## src/hw/rtl/csvfs_pkg.sv

```systemverilog
// ----------------------------------------------------------------------------
// csvfs_pkg
// shared types and constants of the csv field splitter
// ----------------------------------------------------------------------------
package csvfs_pkg;

	localparam logic [7:0] QUOTE_BYTE   = 8'd34;
	localparam logic [7:0] NEWLINE_BYTE = 8'd10;
	localparam logic [7:0] SEP_RESET    = 8'd44;

	localparam int QUEUE_DEPTH = 2;
	localparam int QUEUE_AW    = $clog2(QUEUE_DEPTH);
	localparam int QUEUE_CW    = $clog2(QUEUE_DEPTH + 1);

	typedef enum logic [1:0] {
		KIND_BYTE      = 2'd0,
		KIND_FIELD_END = 2'd1,
		KIND_LINE_END  = 2'd2
	} kind_t;

	typedef enum logic [2:0] {
		MODE_START       = 3'd0,
		MODE_PLAIN       = 3'd1,
		MODE_QUOTED      = 3'd2,
		MODE_QUOTE_SEEN  = 3'd3,
		MODE_AFTER_QUOTE = 3'd4
	} mode_t;

	typedef enum logic {
		REG_SEP_PRIMARY   = 1'b0,
		REG_SEP_SECONDARY = 1'b1
	} reg_idx_t;

	typedef struct packed {
		kind_t      kind;
		logic [7:0] data;
	} token_t;

endpackage

```

## src/hw/rtl/csvfs_if.sv

```systemverilog
// ----------------------------------------------------------------------------
// csvfs_text_if / csvfs_field_if
// valid/ready channels for text bytes and splitter results
// ----------------------------------------------------------------------------
interface csvfs_text_if;
	logic       valid;
	logic       ready;
	logic [7:0] in_byte;
	logic       end_of_text;

	modport source (output valid, output in_byte, output end_of_text, input ready);
	modport sink (input valid, input in_byte, input end_of_text, output ready);
endinterface

interface csvfs_field_if;
	logic       valid;
	logic       ready;
	logic [1:0] out_kind;
	logic [7:0] out_byte;

	modport source (output valid, output out_kind, output out_byte, input ready);
	modport sink (input valid, input out_kind, input out_byte, output ready);
endinterface

```

## src/hw/rtl/csvfs_front.sv

```systemverilog
// ----------------------------------------------------------------------------
// csvfs_front
// accepts text bytes, tracks field/line state and forms result tokens
// ----------------------------------------------------------------------------
module csvfs_front
	import csvfs_pkg::*;
(
	input  logic              clk,
	input  logic              arst_n,
	csvfs_text_if.sink        text_ch,
	input  logic              cfg_we,
	input  logic              cfg_index,
	input  logic [7:0]        cfg_wdata,
	input  logic              queue_full,
	output logic              push,
	output token_t            token
);

	logic [7:0] sep_a_q;
	logic [7:0] sep_b_q;
	mode_t      mode_q;
	logic       line_open_q;

	mode_t      mode_d;
	logic       line_open_d;
	logic       has_result;
	logic       accept;
	logic       is_sep;
	logic       closes;
	logic [7:0] b;

	always_ff @(posedge clk or negedge arst_n) begin
		if (!arst_n) begin
			sep_a_q <= SEP_RESET;
			sep_b_q <= SEP_RESET;
		end else if (cfg_we) begin
			unique case (reg_idx_t'(cfg_index))
				REG_SEP_PRIMARY:   sep_a_q <= cfg_wdata;
				REG_SEP_SECONDARY: sep_b_q <= cfg_wdata;
				default:           sep_a_q <= sep_a_q;
			endcase
		end
	end

	assign text_ch.ready = !queue_full;
	assign accept        = text_ch.valid && text_ch.ready;
	assign b             = text_ch.in_byte;
	assign is_sep        = (b == sep_a_q) || (b == sep_b_q);
	assign closes        = text_ch.end_of_text || (b == NEWLINE_BYTE);

	always_comb begin
		mode_d      = mode_q;
		line_open_d = line_open_q;
		has_result  = 1'b0;
		token.kind  = KIND_BYTE;
		token.data  = b;
		if (closes) begin
			mode_d      = MODE_START;
			line_open_d = 1'b0;
			has_result  = line_open_q;
			token.kind  = KIND_LINE_END;
			token.data  = 8'd0;
		end else begin
			line_open_d = 1'b1;
			unique case (mode_q)
				MODE_START: begin
					if (b == QUOTE_BYTE) begin
						mode_d = MODE_QUOTED;
					end else if (is_sep) begin
						has_result = 1'b1;
						token.kind = KIND_FIELD_END;
						token.data = 8'd0;
					end else begin
						mode_d     = MODE_PLAIN;
						has_result = 1'b1;
					end
				end
				MODE_QUOTED: begin
					if (b == QUOTE_BYTE) begin
						mode_d = MODE_QUOTE_SEEN;
					end else begin
						has_result = 1'b1;
					end
				end
				MODE_QUOTE_SEEN: begin
					has_result = 1'b1;
					if (b == QUOTE_BYTE) begin
						mode_d = MODE_QUOTED;
					end else if (is_sep) begin
						mode_d     = MODE_START;
						token.kind = KIND_FIELD_END;
						token.data = 8'd0;
					end else begin
						mode_d = MODE_AFTER_QUOTE;
					end
				end
				default: begin
					has_result = 1'b1;
					if (is_sep) begin
						mode_d     = MODE_START;
						token.kind = KIND_FIELD_END;
						token.data = 8'd0;
					end else if (mode_q != MODE_AFTER_QUOTE) begin
						mode_d = MODE_PLAIN;
					end
				end
			endcase
		end
	end

	assign push = accept && has_result;

	always_ff @(posedge clk or negedge arst_n) begin
		if (!arst_n) begin
			mode_q      <= MODE_START;
			line_open_q <= 1'b0;
		end else if (accept) begin
			mode_q      <= mode_d;
			line_open_q <= line_open_d;
		end
	end

	a_close_resets: assert property (@(posedge clk) disable iff (!arst_n)
		accept && closes |=> mode_q == MODE_START && !line_open_q)
		else $error("line close did not return to field start");

	a_no_push_full: assert property (@(posedge clk) disable iff (!arst_n)
		push |-> !queue_full)
		else $error("push while queue full");

	a_open_after_byte: assert property (@(posedge clk) disable iff (!arst_n)
		accept && !closes |=> line_open_q)
		else $error("line not open after a content byte");

endmodule

```

## src/hw/rtl/csvfs_queue.sv

```systemverilog
// ----------------------------------------------------------------------------
// csvfs_queue
// short token queue between the classifier and the output stage
// ----------------------------------------------------------------------------
module csvfs_queue
	import csvfs_pkg::*;
(
	input  logic       clk,
	input  logic       arst_n,
	input  logic       push,
	input  token_t     wr_token,
	input  logic       pop,
	output logic       full,
	output logic       not_empty,
	output token_t     rd_token
);

	token_t                slot_q [QUEUE_DEPTH];
	logic [QUEUE_AW-1:0]   wr_ptr_q;
	logic [QUEUE_AW-1:0]   rd_ptr_q;
	logic [QUEUE_CW-1:0]   count_q;
	logic                  do_pop;

	assign full      = (count_q == QUEUE_CW'(QUEUE_DEPTH));
	assign not_empty = (count_q != '0);
	assign rd_token  = slot_q[rd_ptr_q];
	assign do_pop    = pop && not_empty;

	always_ff @(posedge clk) begin
		if (push) begin
			slot_q[wr_ptr_q] <= wr_token;
		end
	end

	always_ff @(posedge clk or negedge arst_n) begin
		if (!arst_n) begin
			wr_ptr_q <= '0;
			rd_ptr_q <= '0;
			count_q  <= '0;
		end else begin
			if (push) begin
				wr_ptr_q <= (wr_ptr_q == QUEUE_AW'(QUEUE_DEPTH - 1)) ? '0 : wr_ptr_q + 1'b1;
			end
			if (do_pop) begin
				rd_ptr_q <= (rd_ptr_q == QUEUE_AW'(QUEUE_DEPTH - 1)) ? '0 : rd_ptr_q + 1'b1;
			end
			if (push && !do_pop) begin
				count_q <= count_q + 1'b1;
			end else if (!push && do_pop) begin
				count_q <= count_q - 1'b1;
			end
		end
	end

	a_count_bound: assert property (@(posedge clk) disable iff (!arst_n)
		count_q <= QUEUE_CW'(QUEUE_DEPTH))
		else $error("queue count out of range");

	a_pop_drains: assert property (@(posedge clk) disable iff (!arst_n)
		count_q == QUEUE_CW'(1) && do_pop && !push |=> !not_empty)
		else $error("queue not empty after last transfer out");

	a_push_fills: assert property (@(posedge clk) disable iff (!arst_n)
		push && !do_pop |=> not_empty)
		else $error("queue empty after push");

endmodule

```

## src/hw/rtl/csvfs_back.sv

```systemverilog
// ----------------------------------------------------------------------------
// csvfs_back
// output register that drives tokens onto the result channel
// ----------------------------------------------------------------------------
module csvfs_back
	import csvfs_pkg::*;
(
	input  logic          clk,
	input  logic          arst_n,
	input  logic          q_not_empty,
	input  token_t        q_token,
	output logic          pop,
	csvfs_field_if.source field_ch
);

	logic   out_valid_q;
	token_t out_tok_q;

	assign pop = q_not_empty && (!out_valid_q || field_ch.ready);

	always_ff @(posedge clk or negedge arst_n) begin
		if (!arst_n) begin
			out_valid_q <= 1'b0;
		end else if (!out_valid_q || field_ch.ready) begin
			out_valid_q <= q_not_empty;
		end
	end

	always_ff @(posedge clk) begin
		if (pop) begin
			out_tok_q <= q_token;
		end
	end

	assign field_ch.valid    = out_valid_q;
	assign field_ch.out_kind = out_tok_q.kind;
	assign field_ch.out_byte = out_tok_q.data;

	a_mark_zero: assert property (@(posedge clk) disable iff (!arst_n)
		out_valid_q && out_tok_q.kind != KIND_BYTE |-> out_tok_q.data == 8'd0)
		else $error("end mark with nonzero byte");

	a_kind_legal: assert property (@(posedge clk) disable iff (!arst_n)
		out_valid_q |-> out_tok_q.kind <= KIND_LINE_END)
		else $error("illegal result kind");

	a_load_on_pop: assert property (@(posedge clk) disable iff (!arst_n)
		pop |=> out_valid_q)
		else $error("output register not loaded after transfer from queue");

endmodule

```

## src/hw/rtl/csv_field_splitter_core.sv

```systemverilog
// ----------------------------------------------------------------------------
// csv_field_splitter_core
// streaming csv field splitter, one text byte per transfer
// ----------------------------------------------------------------------------
// Takes one text byte (or an end-of-text mark) every clock cycle and gives at
// most one result per byte: a field byte, an end-of-field mark or an
// end-of-line mark. The classifier updates the field state in the cycle of
// the transfer, a two-entry queue holds results and an output register drives
// them. Input stalls while the queue is full, which happens only after the
// result side has stalled. The user must write separator registers 0 and 1
// through the cfg port only while the block is idle; the block does not
// enforce this.
// ----------------------------------------------------------------------------
module csv_field_splitter_core
	import csvfs_pkg::*;
(
	input  logic          clk,
	input  logic          arst_n,
	csvfs_text_if.sink    text_ch,
	csvfs_field_if.source field_ch,
	input  logic          cfg_we,
	input  logic          cfg_index,
	input  logic [7:0]    cfg_wdata
);

	logic       push;
	token_t     front_token;
	token_t     head_token;
	logic       queue_full;
	logic       queue_not_empty;
	logic       pop;

	csvfs_front u_front (
		.clk        (clk),
		.arst_n     (arst_n),
		.text_ch    (text_ch),
		.cfg_we     (cfg_we),
		.cfg_index  (cfg_index),
		.cfg_wdata  (cfg_wdata),
		.queue_full (queue_full),
		.push       (push),
		.token      (front_token)
	);

	csvfs_queue u_queue (
		.clk       (clk),
		.arst_n    (arst_n),
		.push      (push),
		.wr_token  (front_token),
		.pop       (pop),
		.full      (queue_full),
		.not_empty (queue_not_empty),
		.rd_token  (head_token)
	);

	csvfs_back u_back (
		.clk         (clk),
		.arst_n      (arst_n),
		.q_not_empty (queue_not_empty),
		.q_token     (head_token),
		.pop         (pop),
		.field_ch    (field_ch)
	);

endmodule
```

## src/flat_wrapper.sv

```systemverilog
// flat-port wrapper written by rule: the top's interface ports become plain ports
module csv_field_splitter_core_flat import csvfs_pkg::*;
  (clk, arst_n, cfg_we, cfg_index, cfg_wdata, text_ch_valid, text_ch_in_byte, text_ch_end_of_text, text_ch_ready, field_ch_valid, field_ch_out_kind, field_ch_out_byte, field_ch_ready);
  csvfs_text_if text_ch_i ();
  csvfs_field_if field_ch_i ();
  input  logic clk;
  input  logic arst_n;
  input  logic cfg_we;
  input  logic cfg_index;
  input  logic [7:0] cfg_wdata;
  input wire logic [$bits(text_ch_i.valid)-1:0] text_ch_valid;
  input wire logic [$bits(text_ch_i.in_byte)-1:0] text_ch_in_byte;
  input wire logic [$bits(text_ch_i.end_of_text)-1:0] text_ch_end_of_text;
  output wire logic [$bits(text_ch_i.ready)-1:0] text_ch_ready;
  output wire logic [$bits(field_ch_i.valid)-1:0] field_ch_valid;
  output wire logic [$bits(field_ch_i.out_kind)-1:0] field_ch_out_kind;
  output wire logic [$bits(field_ch_i.out_byte)-1:0] field_ch_out_byte;
  input wire logic [$bits(field_ch_i.ready)-1:0] field_ch_ready;
  assign text_ch_i.valid = text_ch_valid;
  assign text_ch_i.in_byte = text_ch_in_byte;
  assign text_ch_i.end_of_text = text_ch_end_of_text;
  assign text_ch_ready = text_ch_i.ready;
  assign field_ch_valid = field_ch_i.valid;
  assign field_ch_out_kind = field_ch_i.out_kind;
  assign field_ch_out_byte = field_ch_i.out_byte;
  assign field_ch_i.ready = field_ch_ready;
  csv_field_splitter_core u_core (.clk(clk), .arst_n(arst_n), .text_ch(text_ch_i), .field_ch(field_ch_i), .cfg_we(cfg_we), .cfg_index(cfg_index), .cfg_wdata(cfg_wdata));
endmodule
```

## config.mk

```make
export PLATFORM = sky130hd
export DESIGN_NAME = csv_field_splitter_core_flat
export DESIGN_NICKNAME = d
export VERILOG_FILES = /design/src/hw/rtl/csvfs_pkg.sv /design/src/hw/rtl/csvfs_if.sv /design/src/hw/rtl/csvfs_front.sv /design/src/hw/rtl/csvfs_queue.sv /design/src/hw/rtl/csvfs_back.sv /design/src/hw/rtl/csv_field_splitter_core.sv /design/src/flat_wrapper.sv
export SDC_FILE = /design/constraint.sdc
export NUM_CORES = 1
export LEC_CHECK = 0
export BUFFER_PORTS_ARGS = -buffer_cell sky130_fd_sc_hd__buf_2
export CAP_MARGIN = 10
export CORE_MARGIN = 2
export CORE_UTILIZATION = 30
export DETAILED_ROUTE_END_ITERATION = 8
export GPL_TIMING_DRIVEN = 0
export MAX_ROUTING_LAYER = met4
export PLACE_DENSITY = 0.49
export REMOVE_ABC_BUFFERS = 1
export SETUP_SLACK_MARGIN = 0.1
export SKIP_LAST_GASP = 1
export SLEW_MARGIN = 5
export SYNTH_ARGS = -nofsm -noshare
export SYNTH_HDL_FRONTEND = slang
export SYNTH_SLANG_ARGS = --single-unit
export TNS_END_PERCENT = 20
```

## constraint.sdc

```tcl
create_clock -name clk -period 4.97 [get_ports clk]
set_clock_uncertainty 0.1 [all_clocks]
set_input_delay 0.497 -clock clk [delete_from_list [all_inputs] [get_ports clk]]
set_output_delay 0.497 -clock clk [all_outputs]
set_load 0.005 [all_outputs]
```

# ---- Word level (Yosys, flattened, before mapping)
# Memories as Yosys holds them, arrays and structs flattened. A register that Yosys moved wholly into a read port is not among the register bits.
# Index checks and enable logic that the tools add are counted.
dict set report totals {
  ram_bits 20
  n_memories 1
  ff_bits 25
  out_inout_bits 12
  elab_cells 69
  in_bits 23
}
dict set report op_classes {
  addsub 4
  n_eq_ne 10
  mux 23
  n_bitwise 1
  reduce_logical 22
}
# memory words word_bits rd rd_ports_with_merged_regs write_ports line_no
set mem_list {}
lappend mem_list {u_core.u_queue.slot_q 2 10 1 1 1 csvfs_queue.sv:18} ;# token_t slot_q [QUEUE_DEPTH];
# op n
set ops {}
lappend ops {{$mux W3} 8}
lappend ops {{$mux W9} 2}
lappend ops {{$pmux W9 S2} 1}
lappend ops {{$eq A8 B8 Y1} 2}
lappend ops {{$mux W10} 1}
lappend ops {{$pmux W3 S3} 1}
lappend ops {{$eq A8 B4 Y1 const B} 1}
lappend ops {{$eq A8 B6 Y1 const B} 1}
lappend ops {{$mux W1} 8}
lappend ops {{$eq A3 B2 Y1 const B} 2}
lappend ops {{$logic_and A1 B1 Y1} 6}
lappend ops {{$ne A3 B3 Y1 const B} 2}
lappend ops {{$reduce_bool A6 Y1} 1}
lappend ops {{$logic_not A1 Y1} 4}
lappend ops {{$mux W2} 2}
lappend ops {{$ne A4 B4 Y1 const B} 1}
lappend ops {{$reduce_and A2 Y1} 2}
lappend ops {{$reduce_and A4 Y1} 1}
lappend ops {{$reduce_bool A2 Y1} 2}
lappend ops {{$reduce_or A2 Y1} 2}
lappend ops {{$logic_not A3 Y1} 1}
lappend ops {{$logic_or A1 B1 Y1} 3}
lappend ops {{$add A1 B1 Y1 const B} 2}
lappend ops {{$add A2 B1 Y2 const B} 1}
lappend ops {{3 further kinds} 3}

# ---- Logic depth before layout (Yosys ltp)
# Gate-level depths: netlist of the first run.
dict set report depth {
  word_depth 9
  mapped_depth 10
  ltp_nobuf 9
}

# ---- Hierarchy
# Synthesis of the first run repeated with hierarchy kept, for this count alone.
dict set report hier_totals {
  cells_unflattened 178
  hier_area_um2 2514.9
}
# module n_inst area_per_inst_um2 cells_each seq_area_each_um2
set by_module_without_submodules {}
lappend by_module_without_submodules {csvfs_front 1 1244.9 117 508.0}
lappend by_module_without_submodules {csvfs_queue 1 925.9 47 700.7}
lappend by_module_without_submodules {csvfs_back 1 344.1 14 325.3}

# ---- Worst setup path after synthesis of the first run
# Ideal clock, no wire load.
dict set report synth_timing {
  path_kind {in2reg}
  start {input text_ch_in_byte[5]}
  end {memory u_core.u_queue.slot_q[0][0] (netlist name) (enable)}
  t_required_ps 4466
  n_path_buf 1
  slack_ps 2226
  setup_time_ps 404
  arrival_ps 2240
  stages 6
  path_cell_list {buf_2 -> nor4b_2 -> a21oi_1 -> inv_2 -> nor4b_4 -> nor4_1}
}
dict set report synth_via {
  elab_chain_cells 7
  elab_cells_between_ends 9
  cone_classes {eq/ne (2); mux (5); reduce/logical (2)}
}
# element line_no
set synth_rtl {}
lappend synth_rtl {{from (decl)} flat_wrapper.sv:12} ;# input wire logic [$bits(text_ch_i.in_byte)-1:0] text_ch_in_byte;
lappend synth_rtl {{$eq A8 B6 Y1} {csvfs_front.sv:67, csvfs_front.sv:79}}
lappend synth_rtl {{$mux W1} csvfs_front.sv:79} ;# if (b == QUOTE_BYTE) begin
lappend synth_rtl {{$mux W1} n/a}
lappend synth_rtl {{$mux W1 *} csvfs_front.sv:57} ;# if (closes) begin
lappend synth_rtl {{$logic_and A1 B1 Y1 *} csvfs_front.sv:111} ;# assign push = accept && has_result;
lappend synth_rtl {{$mux W1 *} csvfs_queue.sv:30} ;# if (push) begin
lappend synth_rtl {{$mux W1 (not written as such) *} csvfs_queue.sv:31} ;# slot_q[wr_ptr_q] <= wr_token;
lappend synth_rtl {{to (decl)} csvfs_queue.sv:18}
# Mark *: on every way between the ends. The rest lies on a longest branch, timed or not.

# ---- Worst setup path after layout of the first run
dict set report layout_timing {
  start {input text_ch_in_byte[2]}
  end {memory u_core.u_queue.slot_q[0][3] (netlist name) (enable)}
}
# The elaborated chain is that of the path after synthesis.

==> results.cfg, run 1 <==
[outcome]
status = finished clean

[floorplanning]
coreArea_um2 = 8130
chipHeight_um = 95.2
dieArea_um2 = 9070
ios = 35
placement_rows = 33
initial_core_util_pct = 30.7
die_x_um = 95.2

[timing]
hold_viol = 0
fmaxAchievable_mhz = 416
slew_viol_final = 0
fin_crit_ps = 2400
max_slew_margin_pct = 48.5
worst_pin_slew_ps = 771
rsz0062_at_grt = no
setup_viol = 0
timing.final.crit_share_pct = 48.3
setup_tns_ps = 0

[logic_synthesis]
synthAdderAreaFrac_pct = 0.501
yosysUniqueCellTypes = 37
synth-simple-area-share_pct = 11.3
synth_seq_cells = 55
yosysWarnings = 0
ys_async_sr_fraction_pct = 45.5
avgSynthCellArea_um2 = 14.0
synth_edf_count = 30
synth_compound_area_share_pct = 5.71
muxShareOfSynthArea_pct = 11.7
synth_ff_type = edfxtp_1
synthXorXnorAreaFrac_pct = 7.72
synth_area_um2 = 2500
synth_seq_area_share_pct = 61.4
syn_inst = 178
synth_top_family_by_area = multiplexers

[clock_network]
post_cts_resized = 0
cts_root_buf = clkbuf_8
clock_latency_ps = 310
cts_max_path_buffers = 2
numClockSinks = 55
clkTransAtPathRegs_ps = 110
cts_buffers = 5
cts_hold_buffers = 0
htreeDepth = 2
cts_tree = yes
post_cts_buffers = 0

[detailed_routing]
drc = 0
antenna_left = 0
via_count = 1459
drt-initial-drc-count = 53
drt_wl_total_um = 4300
drtPass1Iterations = 4
wl_per_cell_um = 13.4
via_per_inst = 4.56

[place]
io_buffers = 34
routabilityCongestion = 0.706
hpwl_um = 3130

[critical_path]
startpoint_type = input port
critPathMaxFanout = 14
critPathLaunch = text_ch_in_byte[2]
worstPathArrival_ps = 2330
required_ps = 4900
reg2reg_to = u_core.u_queue.slot_q[0][3]
ff2ff_setup_slack_ps = 2830
r2r_start = u_core.u_queue.count_q[0]
cp-end-kind = flip-flop
r2r_cells = 4
path_class = in -> reg

[power]
peakVddDrop_mv = 0.150
p_leak_nw = 1.09
power_mw = 1.30
power-per-cell-area_nw_per_um2 = 452

[global_route]
grt_max_degree = 26
antenna_found_initial = 0
grtUsageTotal_pct = 10.5
grt-ovfl-total = 0
grt_pass1_vias = 1430
grt_pass1_wl_um = 7160

[cells_and_area]
drive_gt1_share_pct = 39.5
layout_commonest_cell = buf_2
diodes = 0
nNetsFinal = 238
final_cell_mix = buf_2 (34), edfxtp_1 (30), mux2_2 (26), xor2_1 (20), dfrtp_1 (19)
area_growth_pct = 15.5

[job]
maxCapViolCount = 0

[min_path]
hold_path.class = in -> async
## critical path, stage by stage
cell and delay (ps):
buf_2 150, nor4b_4 330, a21oi_1 220, inv_2 260, nor4b_4 80, nor4_2 520, buf_4 260
## layer usage
metal  global-route usage (%)  part of all wire (%)  vias up
li1                         -                     -      720
met1                     14.8                    49      695
met3                     1.90                   4.3        4
met5                        -                     0        -
met4                     2.90                  0.60        0
met2                     15.7                    46       40
## stage by stage
| step | area (um2) | utilization [%] | cells | hold slack [ps] | worst slack, ps |
|---|---|---|---|---|---|
| 2_1_floorplan | 2470 | - | 172 | 101 | 2240 |
| 3_3_place_gp | 2770 | 34.1 | 311 | 375 | 1310 |
| 3_5_place_dp | 2790 | 34.3 | 312 | 384 | 2180 |
| 4_1_cts | 2880 | 35.5 | 320 | 97.3 | 2510 |
| 5_1_grt | 2880 | 35.5 | 320 | 112 | 2330 |
| 6_report | 2880 | 35.5 | 320 | 72.1 | 2570 |
## layout make-up
class | count | area [um2]
fill | 788 | 5250
sequential | 55 | 1530
multi-input combinational | 113 | 930
timing repair buffer | 35 | 178
tap | 105 | 131
clock buffer | 5 | 68.8
clock inverter | 3 | 27.5
inverter | 4 | 15.0
## worst max path at each step
stage / endpoint / slack (ps) / cells past startpoint
floorplan: u_core.u_queue.slot_q[0][0] / 2240 / 5
global placement: u_core.u_queue.slot_q[0][0] / 1310 / 6
detailed placement: u_core.u_queue.slot_q[0][0] / 2180 / 7
CTS: u_core.u_queue.slot_q[0][1] / 2510 / 7
global route: u_core.u_queue.slot_q[0][8] / 2330 / 7
finish: u_core.u_queue.slot_q[0][3] / 2570 / 7
## cell families after synthesis
family	count (synthesis)
xor+xnor	22
flops	55
simple gates	43
buf+inv	10
fa+ha+maj	1
mux	26
compound gates	21
## registers in the layout, summed over array words and instances (netlist names)
signal,flops
u_core.u_queue.slot_q,20
u_core.u_back.field_ch.out_byte,8
u_core.u_front.sep_a_q,8
u_core.u_front.sep_b_q,8
u_core.u_front.mode_q,3
u_core.u_back.field_ch.out_kind,2
u_core.u_queue.count_q,2
u_core.u_back.field_ch.valid,1
u_core.u_front.line_open_q,1
u_core.u_queue.rd_ptr_q,1
u_core.u_queue.wr_ptr_q,1
## cells in the mapped netlist, drive strengths merged (2+ instances only)
| cell | instances | area, um2 |
|---|---|---|
| nand2 | 11 | 41.3 |
| dfrtp | 19 | 475 |
| clkbuf | 4 | 15.0 |
| buf | 2 | 10.0 |
| edfxtp | 30 | 901 |
| nand3 | 2 | 10.0 |
| nor4b | 4 | 71.3 |
| xor2 | 20 | 175 |
| nor4 | 5 | 31.3 |
| nor3b | 6 | 45.0 |
| nor2 | 7 | 26.3 |
| mux2 | 26 | 293 |
| nor3 | 2 | 15.0 |
| xnor2 | 2 | 17.5 |
| a21oi | 7 | 38.8 |
| nand2b | 3 | 18.8 |
| dfstp | 6 | 158 |
| o21ai | 6 | 30.0 |
| inv | 4 | 15.0 |
| o31ai | 2 | 20.0 |
## where the power goes
part           internal, mW  total (mW)  leakage (nW)  switching (mW)
clock network         0.104       0.258        0.0463           0.155
logic                 0.169       0.330         0.474           0.162
registers             0.631       0.716         0.573          0.0854
Note: power is estimated with default switching activity, not from simulation.
==> run 2, diff against run 1 <==
--- a/config.mk
+++ b/config.mk
@@ -12,7 +12,7 @@
 export DETAILED_ROUTE_END_ITERATION = 8
 export GPL_TIMING_DRIVEN = 0
 export MAX_ROUTING_LAYER = met4
-export PLACE_DENSITY = 0.49
+export PLACE_DENSITY = 0.51
 export REMOVE_ABC_BUFFERS = 1
 export SETUP_SLACK_MARGIN = 0.1
 export SKIP_LAST_GASP = 1
==> constraint.sdc (replaced) <==
create_clock -name clk -period 2.15 [get_ports clk]
set_clock_uncertainty 0.1 [all_clocks]
set_input_delay 0.215 -clock clk [delete_from_list [all_inputs] [get_ports clk]]
set_output_delay 0.215 -clock clk [all_outputs]
set_load 0.005 [all_outputs]
==> results.cfg, run 2 (synthesis results as in run 1) <==
[outcome]
status = finished clean

[clock_network]
cts_max_path_buffers = 2
post_cts_buffers = 0
cts_root_buf = clkbuf_8
cts_buffers = 5
clkTransAtPathRegs_ps = 110
numClockSinks = 55
htreeDepth = 2
clock_latency_ps = 310
cts_tree = yes

[cells_and_area]
final_cell_mix = buf_2 (34), edfxtp_1 (30), mux2_2 (26), xor2_1 (20), dfrtp_1 (19)
regMostFlops = u_core.u_queue.slot_q
layout_commonest_cell = buf_2
nNetsFinal = 239
area_growth_pct = 17.1
fillers = 789
fin_area_um2 = 2920
diodes = 0
finalNonFillerCells = 321
drive_gt1_share_pct = 40.7
largest_register_ffs = 20

[timing]
fin_ws_ps = 141
worst_pin_slew_ps = 738
hold_viol = 0
slew_viol_final = 0
rsz0062_at_grt = yes
timing.final.crit_share_pct = 93.4
fmaxAchievable_mhz = 498
fin_crit_ps = 2010
setup_viol = 0
setup_tns_ps = 0
max_slew_margin_pct = 50.7
fin_hold_ws_ps = 45.4

[power]
clkPwrFrac_pct = 20.0
switching_share_pct = 31.3
peakVddDrop_mv = 0.263
comb_power_share_pct = 25.6
switching_power_mw = 0.956
p_seq_share_pct = 54.4
p_int_mw = 2.10
power-per-cell-area_nw_per_um2 = 1050
p_leak_nw = 1.11

[global_route]
grt_use_met1_pct = 14.0
grt-ovfl-total = 0
grt_pass1_vias = 1534
grt_util_met3_pct = 2.45
antenna_found_initial = 0
grt_pass1_wl_um = 7510
top_usage_layer = met2
grt_max_degree = 26
grtUsageTotal_pct = 11.3
grtUsageMet2_pct = 18.0

[floorplanning]
initial_core_util_pct = 30.7
ios = 35
chipHeight_um = 95.2
placement_rows = 33
coreArea_um2 = 8130
die_x_um = 95.2
dieArea_um2 = 9070

[place]
hpwl_um = 3250
io_buffers = 34
dpl.cell_count = 312
pre_cts_ws_ps = -351
placed_area_um2 = 2790
routabilityCongestion = 0.749

[critical_path]
worstPathArrival_ps = 2020
cp-end-kind = flip-flop
required_ps = 2160
startpoint_type = flip-flop
r2r_cells = 5
critPathMaxFanout = 7
path_class = reg -> reg

[detailed_routing]
drc = 0
drtPass1Iterations = 4
antenna_left = 0
drt-initial-drc-count = 127
via_per_inst = 4.63
via_count = 1485
wl_per_cell_um = 13.9
drt_wl_total_um = 4460

[min_path]
hold_depth = 2
hold_path.class = in -> reg

[job]
maxCapViolCount = 0
==> run 2: repair_timing <==
| item | in CTS | in global routing |
|---|---|---|
| hold buffers | 1 | 0 |
| hold endpoints to repair | 19 | 0 |
| endpoints found under the setup margin | 30 | 31 |
| cloned | 0 | 0 |
| gates resized for setup | 1 | 5 |
==> run 2: routing by layer <==
metal  up-vias  wire (um)  share of wire [%]
met3         6        148                3.3
met4         0         86                1.9
met5         -          0                  0
met2        27       2240                 50
met1       732       1980                 44
li1        720          -                  -
==> run 2: metrics by stage <==
step	power, mW	util [%]
after global placement	2.44	34.1
after floorplan	2.18	-
after global routing	3.27	35.9
after CTS	3.10	35.7
final	3.06	35.9
after detailed placement	2.46	34.3
==> run 2: worst paths after layout <==
| kind | slack (ps) | start | to |
|---|---|---|---|
| max in group asynchronous | 1240 | arst_n | u_core.u_front.sep_b_q[1] |
| min in group asynchronous | 330 | arst_n | u_core.u_front.mode_q[2] |
| worst min-delay path | 50 | cfg_wdata[0] | u_core.u_front.sep_a_q[0] |
| worst min register to register | 410 | u_core.u_front.line_open_q | u_core.u_front.line_open_q |
| worst max-delay path | 140 | u_core.u_front.sep_a_q[2] | u_core.u_queue.slot_q[1][0] |
| worst max register to register | 140 | u_core.u_front.sep_a_q[2] | u_core.u_queue.slot_q[1][0] |
==> run 2: worst max-delay path: stages (launching register included) <==
cell	delay [ps]
dfstp_2	550
xor2_1	160
nor4_1	100
a22oi_2	420
a21oi_4	140
nor3b_1	330
==> run 2: power by group through the flow <==
| stage | Sequential, mW | Clock [mW] | Combinational (mW) |
|---|---|---|---|
| 2_1_floorplan | 1.65 | 0 | 0.522 |
| 3_3_place_gp | 1.68 | 0 | 0.760 |
| 3_5_place_dp | 1.69 | 0 | 0.778 |
| 4_1_cts | 1.67 | 0.640 | 0.791 |
| 5_1_grt | 1.71 | 0.686 | 0.883 |
| 6_report | 1.66 | 0.611 | 0.783 |
==> run 2: layout make-up <==
type	instances	area (um2)	share of cell area (%)
multi-input combinational	113	958	32.8
sequential	55	1530	52.5
timing repair buffer	36	188	6.42
clock buffer	5	68.8	2.35
tap	105	131	4.49
inverter	4	15.0	0.513
clock inverter	3	28.8	0.984
